### config.mk
export PLATFORM = sky130hd
export DESIGN_NAME = four_level_page_table_walker_top
export DESIGN_NICKNAME = d
export VERILOG_FILES = /design/src/rtl/ptw_pkg.sv /design/src/rtl/ptw_front.sv /design/src/rtl/ptw_fifo.sv /design/src/rtl/ptw_back.sv /design/src/rtl/four_level_page_table_walker_top.sv
export SDC_FILE = /design/constraint.sdc
export NUM_CORES = 1
export LEC_CHECK = 0
export BUFFER_PORTS_ARGS = -buffer_cell sky130_fd_sc_hd__buf_2
export CAP_MARGIN = 20
export CORE_MARGIN = 2
export CORE_UTILIZATION = 27
export DETAILED_ROUTE_END_ITERATION = 7
export MAX_ROUTING_LAYER = met4
export SLEW_MARGIN = 20
export SYNTH_ARGS = -nofsm -noshare
export SYNTH_HDL_FRONTEND = slang
export SYNTH_SLANG_ARGS = --single-unit
### constraint.sdc
create_clock -name i_clk -period 4.83 [get_ports i_clk]
set_input_delay 0.7245 -clock i_clk [delete_from_list [all_inputs] [get_ports i_clk]]
set_output_delay 0.7245 -clock i_clk [all_outputs]
set_load 0.03 [all_outputs]
### src/rtl/ptw_pkg.sv
package ptw_pkg;

    localparam int VA_W       = 48;
    localparam int ENTRY_W    = 64;
    localparam int BASE_W     = 36;
    localparam int RADDR_W    = 37;
    localparam int PADDR_W    = 52;
    localparam int IDX_W      = 9;
    localparam int S_TDATA_W  = 120;
    localparam int M_TDATA_W  = 96;
    localparam int QUEUE_DEPTH = 4;

    localparam int BIT_PRESENT = 0;
    localparam int BIT_LARGE   = 7;

    localparam logic KIND_REQUEST  = 1'b0;
    localparam logic KIND_RESPONSE = 1'b1;
    localparam logic OUT_READ      = 1'b0;
    localparam logic OUT_DONE      = 1'b1;

    typedef enum logic [2:0] {
        LVL_IDLE = 3'd0,
        LVL_1    = 3'd1,
        LVL_2    = 3'd2,
        LVL_3    = 3'd3,
        LVL_4    = 3'd4
    } t_level;

    typedef enum logic [2:0] {
        ACT_NONE,
        ACT_READ_TOP,
        ACT_READ_NEXT,
        ACT_DONE_FAULT,
        ACT_DONE_OK
    } t_act;

    typedef struct packed {
        logic                 is_resp;
        logic [VA_W-1:0]      va;
        logic [ENTRY_W-1:0]   data;
        logic                 ok;
        logic [RADDR_W-1:0]   top_addr;
    } t_item;

    typedef struct packed {
        logic                 out_kind;
        logic [RADDR_W-1:0]   read_address;
        logic [PADDR_W-1:0]   physical_address;
        logic                 fault;
    } t_result;

endpackage

### src/rtl/ptw_front.sv
module ptw_front
    import ptw_pkg::*;
(
    input  logic                  i_clk,
    input  logic                  i_rst_n,
    input  logic                  i_cfg_we,
    input  logic [BASE_W-1:0]     i_cfg_wdata,
    input  logic [S_TDATA_W-1:0]  i_tdata,
    input  logic                  i_tuser,
    output t_item                 o_item
);

    logic [BASE_W-5:0] r_base;
    logic [VA_W-1:0]   w_va;

    always_ff @(posedge i_clk) begin
        if (!i_rst_n) begin
            r_base <= '0;
        end else if (i_cfg_we) begin
            r_base <= i_cfg_wdata[BASE_W-1:4];
        end
    end

    assign w_va = i_tdata[VA_W-1:0];

    // top-level entry address is known at accept time
    always_comb begin
        o_item.is_resp  = (i_tuser == KIND_RESPONSE);
        o_item.va       = w_va;
        o_item.data     = i_tdata[VA_W+ENTRY_W-1:VA_W];
        o_item.ok       = i_tdata[VA_W+ENTRY_W];
        o_item.top_addr = {1'b0, r_base, 4'b0000}
                        + {{(RADDR_W-IDX_W-3){1'b0}}, w_va[47:39], 3'b000};
    end

endmodule

### src/rtl/ptw_fifo.sv
module ptw_fifo
    import ptw_pkg::*;
#(
    parameter int DEPTH = QUEUE_DEPTH
) (
    input  logic                     i_clk,
    input  logic                     i_rst_n,
    input  logic                     i_push,
    input  t_item                    i_item,
    input  logic                     i_pop,
    output t_item                    o_item,
    output logic                     o_valid,
    output logic                     o_full,
    output logic [$clog2(DEPTH+1)-1:0] o_count
);

    localparam int AW = (DEPTH > 1) ? $clog2(DEPTH) : 1;
    localparam int CW = $clog2(DEPTH+1);

    t_item          r_mem [DEPTH];
    logic [AW-1:0]  r_wr_ptr;
    logic [AW-1:0]  r_rd_ptr;
    logic [CW-1:0]  r_count;
    logic           w_push;
    logic           w_pop;

    assign w_push = i_push && !o_full;
    assign w_pop  = i_pop && o_valid;

    always_ff @(posedge i_clk) begin
        if (w_push) begin
            r_mem[r_wr_ptr] <= i_item;
        end
    end

    always_ff @(posedge i_clk) begin
        if (!i_rst_n) begin
            r_wr_ptr <= '0;
            r_rd_ptr <= '0;
            r_count  <= '0;
        end else begin
            if (w_push) begin
                r_wr_ptr <= (r_wr_ptr == AW'(DEPTH-1)) ? '0 : r_wr_ptr + 1'b1;
            end
            if (w_pop) begin
                r_rd_ptr <= (r_rd_ptr == AW'(DEPTH-1)) ? '0 : r_rd_ptr + 1'b1;
            end
            if (w_push && !w_pop) begin
                r_count <= r_count + 1'b1;
            end else if (w_pop && !w_push) begin
                r_count <= r_count - 1'b1;
            end
        end
    end

    assign o_item  = r_mem[r_rd_ptr];
    assign o_valid = (r_count != '0);
    assign o_full  = (r_count == CW'(DEPTH));
    assign o_count = r_count;

endmodule

### src/rtl/ptw_back.sv
module ptw_back
    import ptw_pkg::*;
(
    input  logic     i_clk,
    input  logic     i_rst_n,
    input  t_item    i_item,
    input  logic     i_valid,
    output logic     o_pop,
    output logic     o_valid,
    output t_result  o_result,
    input  logic     i_ready
);

    t_level            r_level;
    t_level            n_level;
    logic [VA_W-1:0]   r_va;
    logic [VA_W-1:0]   n_va;
    logic              r_out_valid;
    t_result           r_out;

    t_act              w_act;
    logic [PADDR_W-1:0] w_pa;
    t_level            w_next_lvl;
    logic [IDX_W-1:0]  w_idx;
    logic [RADDR_W-1:0] w_next_addr;
    t_result           w_res;

    assign o_pop = i_valid && (!r_out_valid || i_ready);

    always_comb begin
        w_next_lvl = t_level'(r_level - 3'd1);
        unique case (w_next_lvl)
            LVL_3:   w_idx = r_va[38:30];
            LVL_2:   w_idx = r_va[29:21];
            LVL_1:   w_idx = r_va[20:12];
            default: w_idx = '0;
        endcase
        w_next_addr = {1'b0, i_item.data[35:12], 12'h000}
                    + {{(RADDR_W-IDX_W-3){1'b0}}, w_idx, 3'b000};
    end

    // decide what this transaction does
    always_comb begin
        w_act = ACT_NONE;
        w_pa  = '0;
        priority if (!i_item.is_resp) begin
            w_act = ACT_READ_TOP;
        end else if (r_level == LVL_IDLE) begin
            w_act = ACT_NONE;
        end else if (!i_item.ok) begin
            w_act = ACT_DONE_FAULT;
        end else if (r_level == LVL_1) begin
            if (i_item.data[35:12] == '0) begin
                w_act = ACT_DONE_FAULT;
            end else begin
                w_act = ACT_DONE_OK;
                w_pa  = {16'h0000, i_item.data[35:12], r_va[11:0]};
            end
        end else if (!i_item.data[BIT_PRESENT]) begin
            w_act = ACT_DONE_FAULT;
        end else if (r_level == LVL_3 && i_item.data[BIT_LARGE]) begin
            w_act = ACT_DONE_OK;
            w_pa  = {i_item.data[51:30], r_va[29:0]};
        end else if (r_level == LVL_2 && i_item.data[BIT_LARGE]) begin
            w_act = ACT_DONE_OK;
            w_pa  = {16'h0000, i_item.data[35:21], r_va[20:0]};
        end else begin
            w_act = ACT_READ_NEXT;
        end
    end

    // next state
    always_comb begin
        n_level = r_level;
        n_va    = r_va;
        if (o_pop) begin
            unique case (w_act)
                ACT_READ_TOP: begin
                    n_level = LVL_4;
                    n_va    = i_item.va;
                end
                ACT_READ_NEXT:  n_level = w_next_lvl;
                ACT_DONE_FAULT: n_level = LVL_IDLE;
                ACT_DONE_OK:    n_level = LVL_IDLE;
                ACT_NONE:       n_level = r_level;
                default:        n_level = r_level;
            endcase
        end
    end

    // result fields
    always_comb begin
        w_res = '0;
        unique case (w_act)
            ACT_READ_TOP: begin
                w_res.out_kind     = OUT_READ;
                w_res.read_address = i_item.top_addr;
            end
            ACT_READ_NEXT: begin
                w_res.out_kind     = OUT_READ;
                w_res.read_address = w_next_addr;
            end
            ACT_DONE_FAULT: begin
                w_res.out_kind = OUT_DONE;
                w_res.fault    = 1'b1;
            end
            ACT_DONE_OK: begin
                w_res.out_kind         = OUT_DONE;
                w_res.physical_address = w_pa;
            end
            default: w_res = '0;
        endcase
    end

    always_ff @(posedge i_clk) begin
        if (!i_rst_n) begin
            r_level     <= LVL_IDLE;
            r_va        <= '0;
            r_out_valid <= 1'b0;
        end else begin
            r_level <= n_level;
            r_va    <= n_va;
            if (o_pop && w_act != ACT_NONE) begin
                r_out_valid <= 1'b1;
            end else if (i_ready) begin
                r_out_valid <= 1'b0;
            end
        end
    end

    always_ff @(posedge i_clk) begin
        if (o_pop && w_act != ACT_NONE) begin
            r_out <= w_res;
        end
    end

    assign o_valid  = r_out_valid;
    assign o_result = r_out;

endmodule

### src/rtl/four_level_page_table_walker_top.sv
// Four-level page table walker, 48-bit virtual to 52-bit physical.
// Slave stream: tuser = kind (0 translation request, 1 memory read response);
//   tdata = virtual_address, read_data, read_ok. A request starts a new walk,
//   dropping any walk in progress; a response while idle yields nothing.
// Master stream: tuser = out_kind (0 read request, 1 finished); tdata =
//   read_address, physical_address, fault. Each read request must be answered
//   by one response transaction on the slave side.
// Config: i_cfg_we writes the top-level table base (low four bits ignored);
//   write it only while no walk is in progress.
// Path: each transaction enters the input queue; the back end registers its result.
// Throughput: one transaction per cycle unless the master stalls; the input
//   queue (QueueDepth entries) feeds a back end resolving one entry per cycle.
// Reset clears the walk state, the queue and the base register.
// When the master side stalls, the output register holds, the queue fills
//   and the slave tready drops once it is full.
module four_level_page_table_walker_top
    import ptw_pkg::*;
#(
    parameter int QueueDepth = QUEUE_DEPTH
) (
    input  logic                  i_clk,
    input  logic                  i_rst_n,
    input  logic                  i_cfg_we,
    input  logic [BASE_W-1:0]     i_cfg_wdata,
    input  logic                  i_s_axis_tvalid,
    output logic                  o_s_axis_tready,
    // [47:0] virtual_address, [111:48] read_data, [112] read_ok, [119:113] zero
    input  logic [S_TDATA_W-1:0]  i_s_axis_tdata,
    // [0] kind
    input  logic                  i_s_axis_tuser,
    output logic                  o_m_axis_tvalid,
    input  logic                  i_m_axis_tready,
    // [36:0] read_address, [88:37] physical_address, [89] fault, [95:90] zero
    output logic [M_TDATA_W-1:0]  o_m_axis_tdata,
    // [0] out_kind
    output logic                  o_m_axis_tuser
);

    t_item    w_front_item;
    t_item    w_q_item;
    logic     w_q_valid;
    logic     w_q_full;
    logic     w_pop;
    logic [$clog2(QueueDepth+1)-1:0] w_q_count;
    t_result  w_res;

    ptw_front u_front (
        .i_clk      (i_clk),
        .i_rst_n    (i_rst_n),
        .i_cfg_we   (i_cfg_we),
        .i_cfg_wdata(i_cfg_wdata),
        .i_tdata    (i_s_axis_tdata),
        .i_tuser    (i_s_axis_tuser),
        .o_item     (w_front_item)
    );

    ptw_fifo #(
        .DEPTH(QueueDepth)
    ) u_fifo (
        .i_clk  (i_clk),
        .i_rst_n(i_rst_n),
        .i_push (i_s_axis_tvalid),
        .i_item (w_front_item),
        .i_pop  (w_pop),
        .o_item (w_q_item),
        .o_valid(w_q_valid),
        .o_full (w_q_full),
        .o_count(w_q_count)
    );

    ptw_back u_back (
        .i_clk   (i_clk),
        .i_rst_n (i_rst_n),
        .i_item  (w_q_item),
        .i_valid (w_q_valid),
        .o_pop   (w_pop),
        .o_valid (o_m_axis_tvalid),
        .o_result(w_res),
        .i_ready (i_m_axis_tready)
    );

    assign o_s_axis_tready = !w_q_full;
    assign o_m_axis_tuser  = w_res.out_kind;
    assign o_m_axis_tdata  = {6'b000000, w_res.fault, w_res.physical_address,
                              w_res.read_address};

    a_fault_zero_pa: assert property (@(posedge i_clk) disable iff (!i_rst_n)
        (o_m_axis_tvalid && o_m_axis_tuser == OUT_DONE && o_m_axis_tdata[89])
        |-> (o_m_axis_tdata[88:37] == '0))
        else $error("fault result with nonzero physical address");

    a_read_clean: assert property (@(posedge i_clk) disable iff (!i_rst_n)
        (o_m_axis_tvalid && o_m_axis_tuser == OUT_READ)
        |-> (o_m_axis_tdata[89:37] == '0))
        else $error("read request carries completion fields");

    a_done_no_addr: assert property (@(posedge i_clk) disable iff (!i_rst_n)
        (o_m_axis_tvalid && o_m_axis_tuser == OUT_DONE)
        |-> (o_m_axis_tdata[36:0] == '0))
        else $error("finished result carries a read address");

    a_queue_backpressure: assert property (@(posedge i_clk) disable iff (!i_rst_n)
        (i_s_axis_tvalid && o_s_axis_tready && !w_pop)
        |=> (w_q_count == $past(w_q_count) + 1'b1))
        else $error("accepted transaction not queued");

endmodule

==> results of run 1 <==
==> stage by stage <==
stage,cell area (um^2),hold WS [ns],total power (uW)
2_1_floorplan,25000,0.439,10700
3_3_place_gp,27400,0.447,12300
3_5_place_dp,27400,0.455,12400
4_1_cts,29800,0.257,18000
5_1_grt,29800,0.278,18500
6_report,29800,0.299,17600
==> critical path: cells and delay by family, from the launching register on <==
| kind | cells | cell delay, ns |
|---|---|---|
| DFF | 1 | 0.54 |
| buffers and inverters | 1 | 0.52 |
| AOI/OAI and AO/OA | 1 | 0.68 |
| muxes | 1 | 0.44 |
| and+or+nand+nor | 4 | 0.98 |
==> routing by layer <==
| layer | vias up | track usage | wire [um] |
|---|---|---|---|
| li1 | 5956 | - | - |
| met1 | 6831 | 0.179 | 27400 |
| met2 | 480 | 0.216 | 30200 |
| met3 | 105 | 0.0418 | 5490 |
| met4 | 0 | 0.0420 | 1590 |
| met5 | - | - | 0 |
==> layout by cell type (no fill, tap or decap), drive strengths merged, types with 18 or more instances in the layout <==
master | synthesis | final
a21boi | 44 | 44
a22oi | 18 | 18
and2 | 22 | 22
and3 | 23 | 23
buf | 40 | 238
clkbuf | 36 | 95
clkinv | 0 | 30
dfxtp | 84 | 84
edfxtp | 556 | 556
ha | 19 | 19
inv | 52 | 57
mux2i | 35 | 35
mux4 | 117 | 117
nand2 | 120 | 120
nor2 | 46 | 46
nor2b | 42 | 42
o21ai | 32 | 32
xnor2 | 20 | 20
==> worst max path at each step <==
stage	startpoint	end	slack, ns
CTS	flop	u_back.o_result[1]	1.28
global route	flop	u_back.o_result[5]	1.02
global placement	flop	u_back.o_result[7]	1.30
floorplan	u_fifo.o_count[0]	u_fifo.r_mem[0][102]	0.77
finish	flop	u_back.o_result[11]	1.37
detailed placement	flop	u_back.o_result[8]	1.30
==> power by group through the flow <==
stage / sequential (uW) / clock (uW) / combinational, uW
floorplan: 8190 / 0 / 2470
global placement: 7750 / 0 / 4560
detailed placement: 7780 / 0 / 4640
CTS: 7670 / 5630 / 4650
global route: 7740 / 5840 / 4870
finish: 7660 / 5480 / 4510
==> area by class of cell <==
| class | instances | area (um^2) | share of cell area |
|---|---|---|---|
| timing repair buffer | 238 | 1300 | 0.0437 |
| multi-input combinational | 648 | 6040 | 0.203 |
| tap | 1186 | 1480 | 0.0497 |
| inverter | 52 | 198 | 0.00662 |
| antenna | 12 | 30.0 | 0.00101 |
| sequential | 640 | 18400 | 0.616 |
| clock inverter | 40 | 332 | 0.0111 |
| clock buffer | 95 | 2070 | 0.0693 |
==> cells by family (layout without fill, tap and decap cells) <==
family | after synthesis | after routing | synth area share
other | 1 | 21 | 0.000150
XOR/XNOR | 32 | 32 | 0.0112
buffers and inverters | 128 | 425 | 0.0228
AO/OA/AOI/OAI | 135 | 135 | 0.0377
multiplexers | 152 | 152 | 0.121
flip-flops | 640 | 640 | 0.737
AND/OR/NAND/NOR | 299 | 299 | 0.0587
adder cells (fa/ha/maj) | 21 | 21 | 0.0111
==> registers in the layout, summed over array words and instances (netlist names), named ones only <==
| signal | cells |
|---|---|
| u_back.o_result | 88 |
| u_fifo.r_mem | 468 |
| u_back.r_va | 39 |
| u_fifo.o_count | 3 |
| u_fifo.r_wr_ptr | 2 |
| u_fifo.r_rd_ptr | 2 |
| u_back.r_level | 3 |
| u_back.o_valid | 1 |
| u_front.r_base | 32 |
==> out/qor.csv, run 1 <==
metric;value;unit
status;finished, final reports clean;
number of flops mapped to enable cells by yosys;556;
Reg power frac;0.434;
via count;13400;
initial core utilization;0.272;
dominant cells by area after synthesis;edfxtp_1 (67%), mux4_2 (9.8%), dfxtp_1 (6.7%), nand2_1 (1.8%), mux2i_1 (1.4%);
WL/cell;22.2;um
post-layout util;0.326;
area leader, netlist;edfxtp_1;
Num CTS Buffers;75;
CTS H-tree lvls;3;
Clock Latency Late Sink;0.65;ns
clock share of power;0.310;
Die Wd;308;um
post-route ant nets;0;
combinational cell fraction of total power;0.255;
hold endpoint;u_fifo.r_mem[3][150];
CTS tree;done;
cts-stage hold buffer count;0;
Worst VDD drop;0.374;mV
FF-to-FF setup slack;1.37;ns
Synth top cells by count;edfxtp_1 (556), nand2_1 (120), mux4_2 (109), dfxtp_1 (84), inv_1 (52);
Remaining Overflow, GRT;0;
Worst-Margin Slew;1.01;ns
period utilization;0.717;
total die area;94800;um^2
pwr/cell area;591;nW/um^2
pre-CTS setup slack;1.30;ns
Syn Std Cell Area;24900;um^2
library cells used by synthesis;55;
WP data arrival;3.83;ns
final worst slack;1.37;ns
worst path cell trace;buf_4 -> mux4_2 -> nand3_1 -> nor2_1 -> o21ai_2 -> nor2_2 -> and2_4;
Worst EP required;5.20;ns
initial antenna violation count;27;
sw frac;0.326;
postcts setup bufs;0;
num rows;111;
final hold vios;0;
setup TNS;0;ns
r2r endpoint;u_back.o_result[11];
Non-Filler Instances;2911;
DRT Wirelength;64.7;mm
layout cell share with drive strength beyond 1;0.278;
clk root buf;clkbuf_16;
syn avg cell area;17.7;um^2
Inst Count DP;2764;
relative slew slack;0.320;
Final Critical Period;3.46;ns
f_max;289;MHz
Post-Synthesis Cells;1408;
most common cell in the netlist;edfxtp_1;
maxcap violations;0;
buffer depth of the longest clock path;3;
port bufs;218;
die height;308;um
RSZ-0062 raised after global routing;no;
final layout net count;1838;
fraction of registers with async set/reset;0;
slowest stage cell, crit path;o21ai_2;
post-synth top area share;0.670;
switching power;5740;uW
Layout Skew;0.0453;ns
Final Max Slew Viols;0;
TritonRoute pass-1 iters;5;
Startpoint Class;flop;
Tot GR Track Use;0.140;
Seq/Total Area, Yosys;0.737;
P_leak;0.0101;uW
crit end category;flop;
Top FF cell, synth;edfxtp_1;
Layout area overhead;19.7;%
critical path class;reg -> reg;
placer congestion estimate;0.810;
vias in the first global route;13700;
starting DRC count in detailed routing;998;
pin count of the biggest net entering global routing;118;
# DRC;0;
Via density;4.59;
post-detail-place hpwl;42.7;mm
# fillers;8739;
I/O pin total;261;
Critical Path Fanout Max;25;
Reg clk slew, reported paths;0.06;ns
Internal Pwr Total;11900;uW
global-route wire length before repair;93.3;mm
clk sinks;640;
hold path startpoint;i_s_axis_tuser;
Post-CTS Resized;0;
slowest cell delay on critical path;0.68;ns
Worst Hold Class;in -> reg;
Hold Path Cell Cnt;1;
area of the core;91500;um^2
final setup vio count;0;
synthesized flop and latch total;640;
Worst R2R Path Depth;7;
Synth Warn #;0;
Note: power is estimated with default switching activity, not from simulation.
==> run 2, diff against run 1 <==
==> constraint.sdc (replaced) <==
create_clock -name i_clk -period 3.3 [get_ports i_clk]
set_input_delay 0.495 -clock i_clk [delete_from_list [all_inputs] [get_ports i_clk]]
set_output_delay 0.495 -clock i_clk [all_outputs]
set_load 0.03 [all_outputs]
==> out/qor.csv, run 2 (same netlist as run 1, synthesis figures left out) <==
metric;value;unit
initial antenna violation count;26;
Worst Hold Class;in -> reg;
Die Wd;308;um
post-route ant nets;0;
crit end category;flop;
Layout area overhead;20.3;%
Via density;4.56;
vias in the first global route;13400;
layout cell share with drive strength beyond 1;0.282;
Hold Path Cell Cnt;1;
port bufs;218;
initial core utilization;0.272;
via count;13300;
pwr/cell area;858;nW/um^2
Final Max Slew Viols;0;
final setup vio count;0;
global-route wire length before repair;91.8;mm
placer congestion estimate;0.795;
Worst VDD drop;0.468;mV
Layout Skew;0.0293;ns
r2r endpoint;u_back.o_result[81];
RSZ-0062 raised after global routing;no;
Final Critical Period;2.85;ns
Reg with most FFs;u_fifo.r_mem;
hold endpoint;u_fifo.r_mem[2][107];
maxcap violations;0;
I/O pin total;261;
cts-stage hold buffer count;0;
Tot GR Track Use;0.138;
buffer depth of the longest clock path;3;
number of flip-flops in the largest register;468;
status;finished, final reports clean;
num rows;111;
post-detail-place hpwl;43.8;mm
FF-to-FF setup slack;0.45;ns
Clock Latency Late Sink;0.61;ns
Critical Path Fanout Max;27;
clk sinks;640;
WP data arrival;3.24;ns
# fillers;8737;
Worst EP required;3.69;ns
most frequent cells in the layout;edfxtp_1 (556), buf_2 (218), nand2_1 (120);
Remaining Overflow, GRT;0;
area of the core;91500;um^2
setup TNS;0;ns
Reg clk slew, reported paths;0.06;ns
total die area;94800;um^2
hold_ws;0.101;ns
f_max;351;MHz
Num CTS Buffers;71;
Startpoint Class;flop;
postcts setup bufs;0;
final hold vios;0;
die height;308;um
relative slew slack;0.322;
period utilization;0.863;
P_leak;0.0102;uW
starting DRC count in detailed routing;1074;
Post-CTS Resized;0;
DRT Wirelength;64.1;mm
clk root buf;clkbuf_16;
Worst R2R Path Depth;8;
TritonRoute pass-1 iters;8;
CTS H-tree lvls;3;
hold path startpoint;i_s_axis_tdata[5];
WL/cell;21.9;um
Worst-Margin Slew;1.01;ns
# DRC;0;
pin count of the biggest net entering global routing;74;
final layout net count;1847;
leading cell type in the layout, fill and taps excluded;edfxtp_1;
critical path class;reg -> reg;
CTS tree;done;
-- run 2: critical path, stage by stage (launching register included) --
cell and delay, ns:
dfxtp_4 0.54, buf_12 0.29, mux4_1 0.64, a21oi_1 0.22
o211ai_1 0.13, nor2_1 0.28, buf_12 0.21, nand2_1 0.13
o21ai_0 0.18
-- run 2: metal layers --
| layer | up-vias | track usage | routed length (um) | part of all wire |
|---|---|---|---|---|
| li1 | 5979 | - | - | - |
| met1 | 6799 | 0.176 | 27200 | 0.42 |
| met2 | 472 | 0.214 | 30000 | 0.47 |
| met3 | 93 | 0.0430 | 5500 | 0.086 |
| met4 | 0 | 0.0334 | 1440 | 0.022 |
| met5 | - | - | 0 | 0 |
-- run 2: per-stage QoR --
| stage | power, uW | util | instances | area [um^2] | setup WS [ns] |
|---|---|---|---|---|---|
| 6_report | 25700 | 0.328 | 2925 | 30000 | 0.453 |
| 5_1_grt | 26900 | 0.328 | 2919 | 30000 | 0.240 |
| 4_1_cts | 26100 | 0.327 | 2907 | 29900 | 0.367 |
| 3_5_place_dp | 18100 | 0.301 | 2777 | 27600 | 0.346 |
| 3_3_place_gp | 18000 | 0.301 | 2777 | 27600 | 0.394 |
| 2_1_floorplan | 15600 | - | 1416 | 25000 | 0.331 |
-- run 2: where the power goes --
part           leakage, uW  internal (uW)  switching, uW
clock              0.00115           4730           3210
sequential         0.00586          10400            797
combinational      0.00319           2380           4240
-- run 2: how the worst max path moves through the flow --
stage,from,endpoint
floorplan,flop,u_back.o_result[0]
global placement,i_s_axis_tdata[40],u_fifo.r_mem[0][34]
detailed placement,i_s_axis_tdata[46],u_fifo.r_mem[1][35]
CTS,flop,u_back.o_result[81]
global route,flop,u_back.o_result[81]
finish,flop,u_back.o_result[81]
-- run 2: layout make-up --
class / count / area [um^2] / area share
Tap cell: 1186 / 1480 / 0.0495
Multi-Input combinational cell: 648 / 6040 / 0.202
Clock inverter: 34 / 415 / 0.0139
Timing Repair Buffer: 251 / 1480 / 0.0492
Sequential cell: 640 / 18400 / 0.613
Antenna cell: 18 / 45.0 / 0.00150
Inverter: 52 / 199 / 0.00663
Clock buffer: 96 / 1940 / 0.0648
==> run 3, diff against run 2 <==
--- a/config.mk
+++ b/config.mk
@@ -9,6 +9,7 @@
 export CAP_MARGIN = 20
 export CORE_MARGIN = 2
 export CORE_UTILIZATION = 27
+export CTS_BUF_LIST = sky130_fd_sc_hd__clkbuf_4
 export DETAILED_ROUTE_END_ITERATION = 7
 export MAX_ROUTING_LAYER = met4
 export SLEW_MARGIN = 20
==> constraint.sdc (replaced) <==
create_clock -name i_clk -period 3.3 [get_ports i_clk]
set_input_delay 0.495 -clock i_clk [delete_from_list [all_inputs] [get_ports i_clk]]
set_output_delay 0.495 -clock i_clk [all_outputs]
set_load 0.02 [all_outputs]
==> out/qor.csv, run 3 (same netlist as run 1, synthesis figures left out) <==
metric;value;unit
status;finished, final reports clean;
period utilization;0.872;
Reg clk slew, reported paths;0.06;ns
Seq. cell area;18400;um^2
Via density;4.46;
final setup vio count;0;
final worst slack;0.421;ns
Num CTS Buffers;165;
Worst EP required;4.06;ns
critical path class;reg -> reg;
starting DRC count in detailed routing;1132;
placer congestion estimate;0.795;
initial antenna violation count;17;
# fillers;8766;
setup TNS;0;ns
# DRC;0;
number of flip-flops in the largest register;468;
area occupied by multi-input gates;6040;um^2
most frequent cells in the layout;edfxtp_1 (556), clkbuf_4 (241), buf_2 (218);
clk sinks;640;
Critical Path Fanout Max;27;
buffer depth of the longest clock path;3;
via count;14400;
postcts setup bufs;0;
clk root buf;clkbuf_4;
CTS H-tree lvls;4;
Worst-Margin Slew;1.01;ns
Worst VDD drop;0.578;mV
leading cell type in the layout, fill and taps excluded;edfxtp_1;
area of the core;91500;um^2
num rows;111;
port bufs;218;
post-detail-place hpwl;43.8;mm
pwr/cell area;786;nW/um^2
vias in the first global route;14800;
Final Max Slew Viols;0;
final layout net count;2082;
pre-CTS setup slack;0.346;ns
Layout area overhead;25.2;%
Worst Hold Class;in -> reg;
Final Critical Period;2.88;ns
pin count of the biggest net entering global routing;74;
maxcap violations;0;
Layout Skew;0.0677;ns
placed cell area;27600;um^2
Startpoint Class;flop;
global-route wire length before repair;95.5;mm
relative slew slack;0.325;
initial core utilization;0.272;
P_leak;0.0109;uW
Reg with most FFs;u_fifo.r_mem;
Remaining Overflow, GRT;0;
Clock Latency Late Sink;1.01;ns
crit end category;flop;
TritonRoute pass-1 iters;6;
WL/cell;20.5;um
final hold vios;0;
DRT Wirelength;66.2;mm
total die area;94800;um^2
f_max;347;MHz
die height;308;um
layout cell share with drive strength beyond 1;0.316;
CTS tree;done;
I/O pin total;261;
post-route ant nets;0;
design area;31200;um^2
Post-CTS Resized;0;
cts-stage hold buffer count;141;
Tot GR Track Use;0.144;
WP data arrival;3.64;ns
RSZ-0062 raised after global routing;no;
Die Wd;308;um
## run 3: cell types whose count changed in the layout (fill, tap and decap cells not counted)
cell | before | now
clkbuf_4 | 0 | 241
clkbuf_8 | 7 | 0
inv_6 | 5 | 1
clkinv_8 | 1 | 0
clkinv_16 | 1 | 0
clkinvlp_4 | 3 | 5
dlygate4sd3_1 | 0 | 141
inv_16 | 1 | 0
clkbuf_1 | 16 | 0
clkbuf_16 | 71 | 0
bufinv_16 | 7 | 5
clkbuf_2 | 2 | 0
clkinv_1 | 10 | 34
## run 3: power by group
group	internal, uW	total [uW]	switching [uW]
sequential	10400	11200	792
combinational	2490	6410	3920
clock	3740	6960	3220
total	16600	24500	7930
## run 3: through the flow
stage	power, uW	instances	hold WS (ns)	utilization
2_1_floorplan	15200	1416	0.439	-
3_3_place_gp	17600	2777	0.451	0.301
3_5_place_dp	17800	2777	0.455	0.301
4_1_cts	25000	3210	0.0146	0.341
5_1_grt	25800	3225	0.129	0.341
6_report	24500	3228	0.148	0.341
## run 3: cell type report
| class | instances | area share |
|---|---|---|
| Antenna cell | 18 | 0.00144 |
| Clock buffer | 241 | 0.0580 |
| Clock inverter | 51 | 0.0115 |
| Inverter | 52 | 0.00637 |
| Multi-Input combinational cell | 648 | 0.194 |
| Sequential cell | 640 | 0.589 |
| Tap cell | 1186 | 0.0475 |
| Timing Repair Buffer | 392 | 0.0925 |
## run 3: worst paths after layout
path / from / end / slack (ns) / cells after the start
setup / recovery: flop / u_back.o_result[81] / 0.42 / 8
setup reg to reg: flop / u_back.o_result[81] / 0.42 / 8
hold / removal: i_s_axis_tdata[43] / u_fifo.r_mem[0][7] / 0.15 / 3
hold reg to reg: u_back.r_va[5] / u_back.r_va[5] / 0.46 / 2
## run 3: metal layers
layer / global-route usage / up-vias / wire (um)
li1: - / 6551 / -
met1: 0.178 / 7196 / 28300
met2: 0.219 / 540 / 31200
met3: 0.0486 / 99 / 5480
met4: 0.0493 / 0 / 1230
met5: - / - / 0
## run 3: worst max-delay path, stage by stage (launching register included)
cell and delay [ns]:
dfxtp_4 0.55, buf_12 0.29, mux4_1 0.63, a21oi_1 0.23, o211ai_1 0.13, nor2_1 0.28
buf_12 0.21, nand2_1 0.14, o21ai_0 0.19
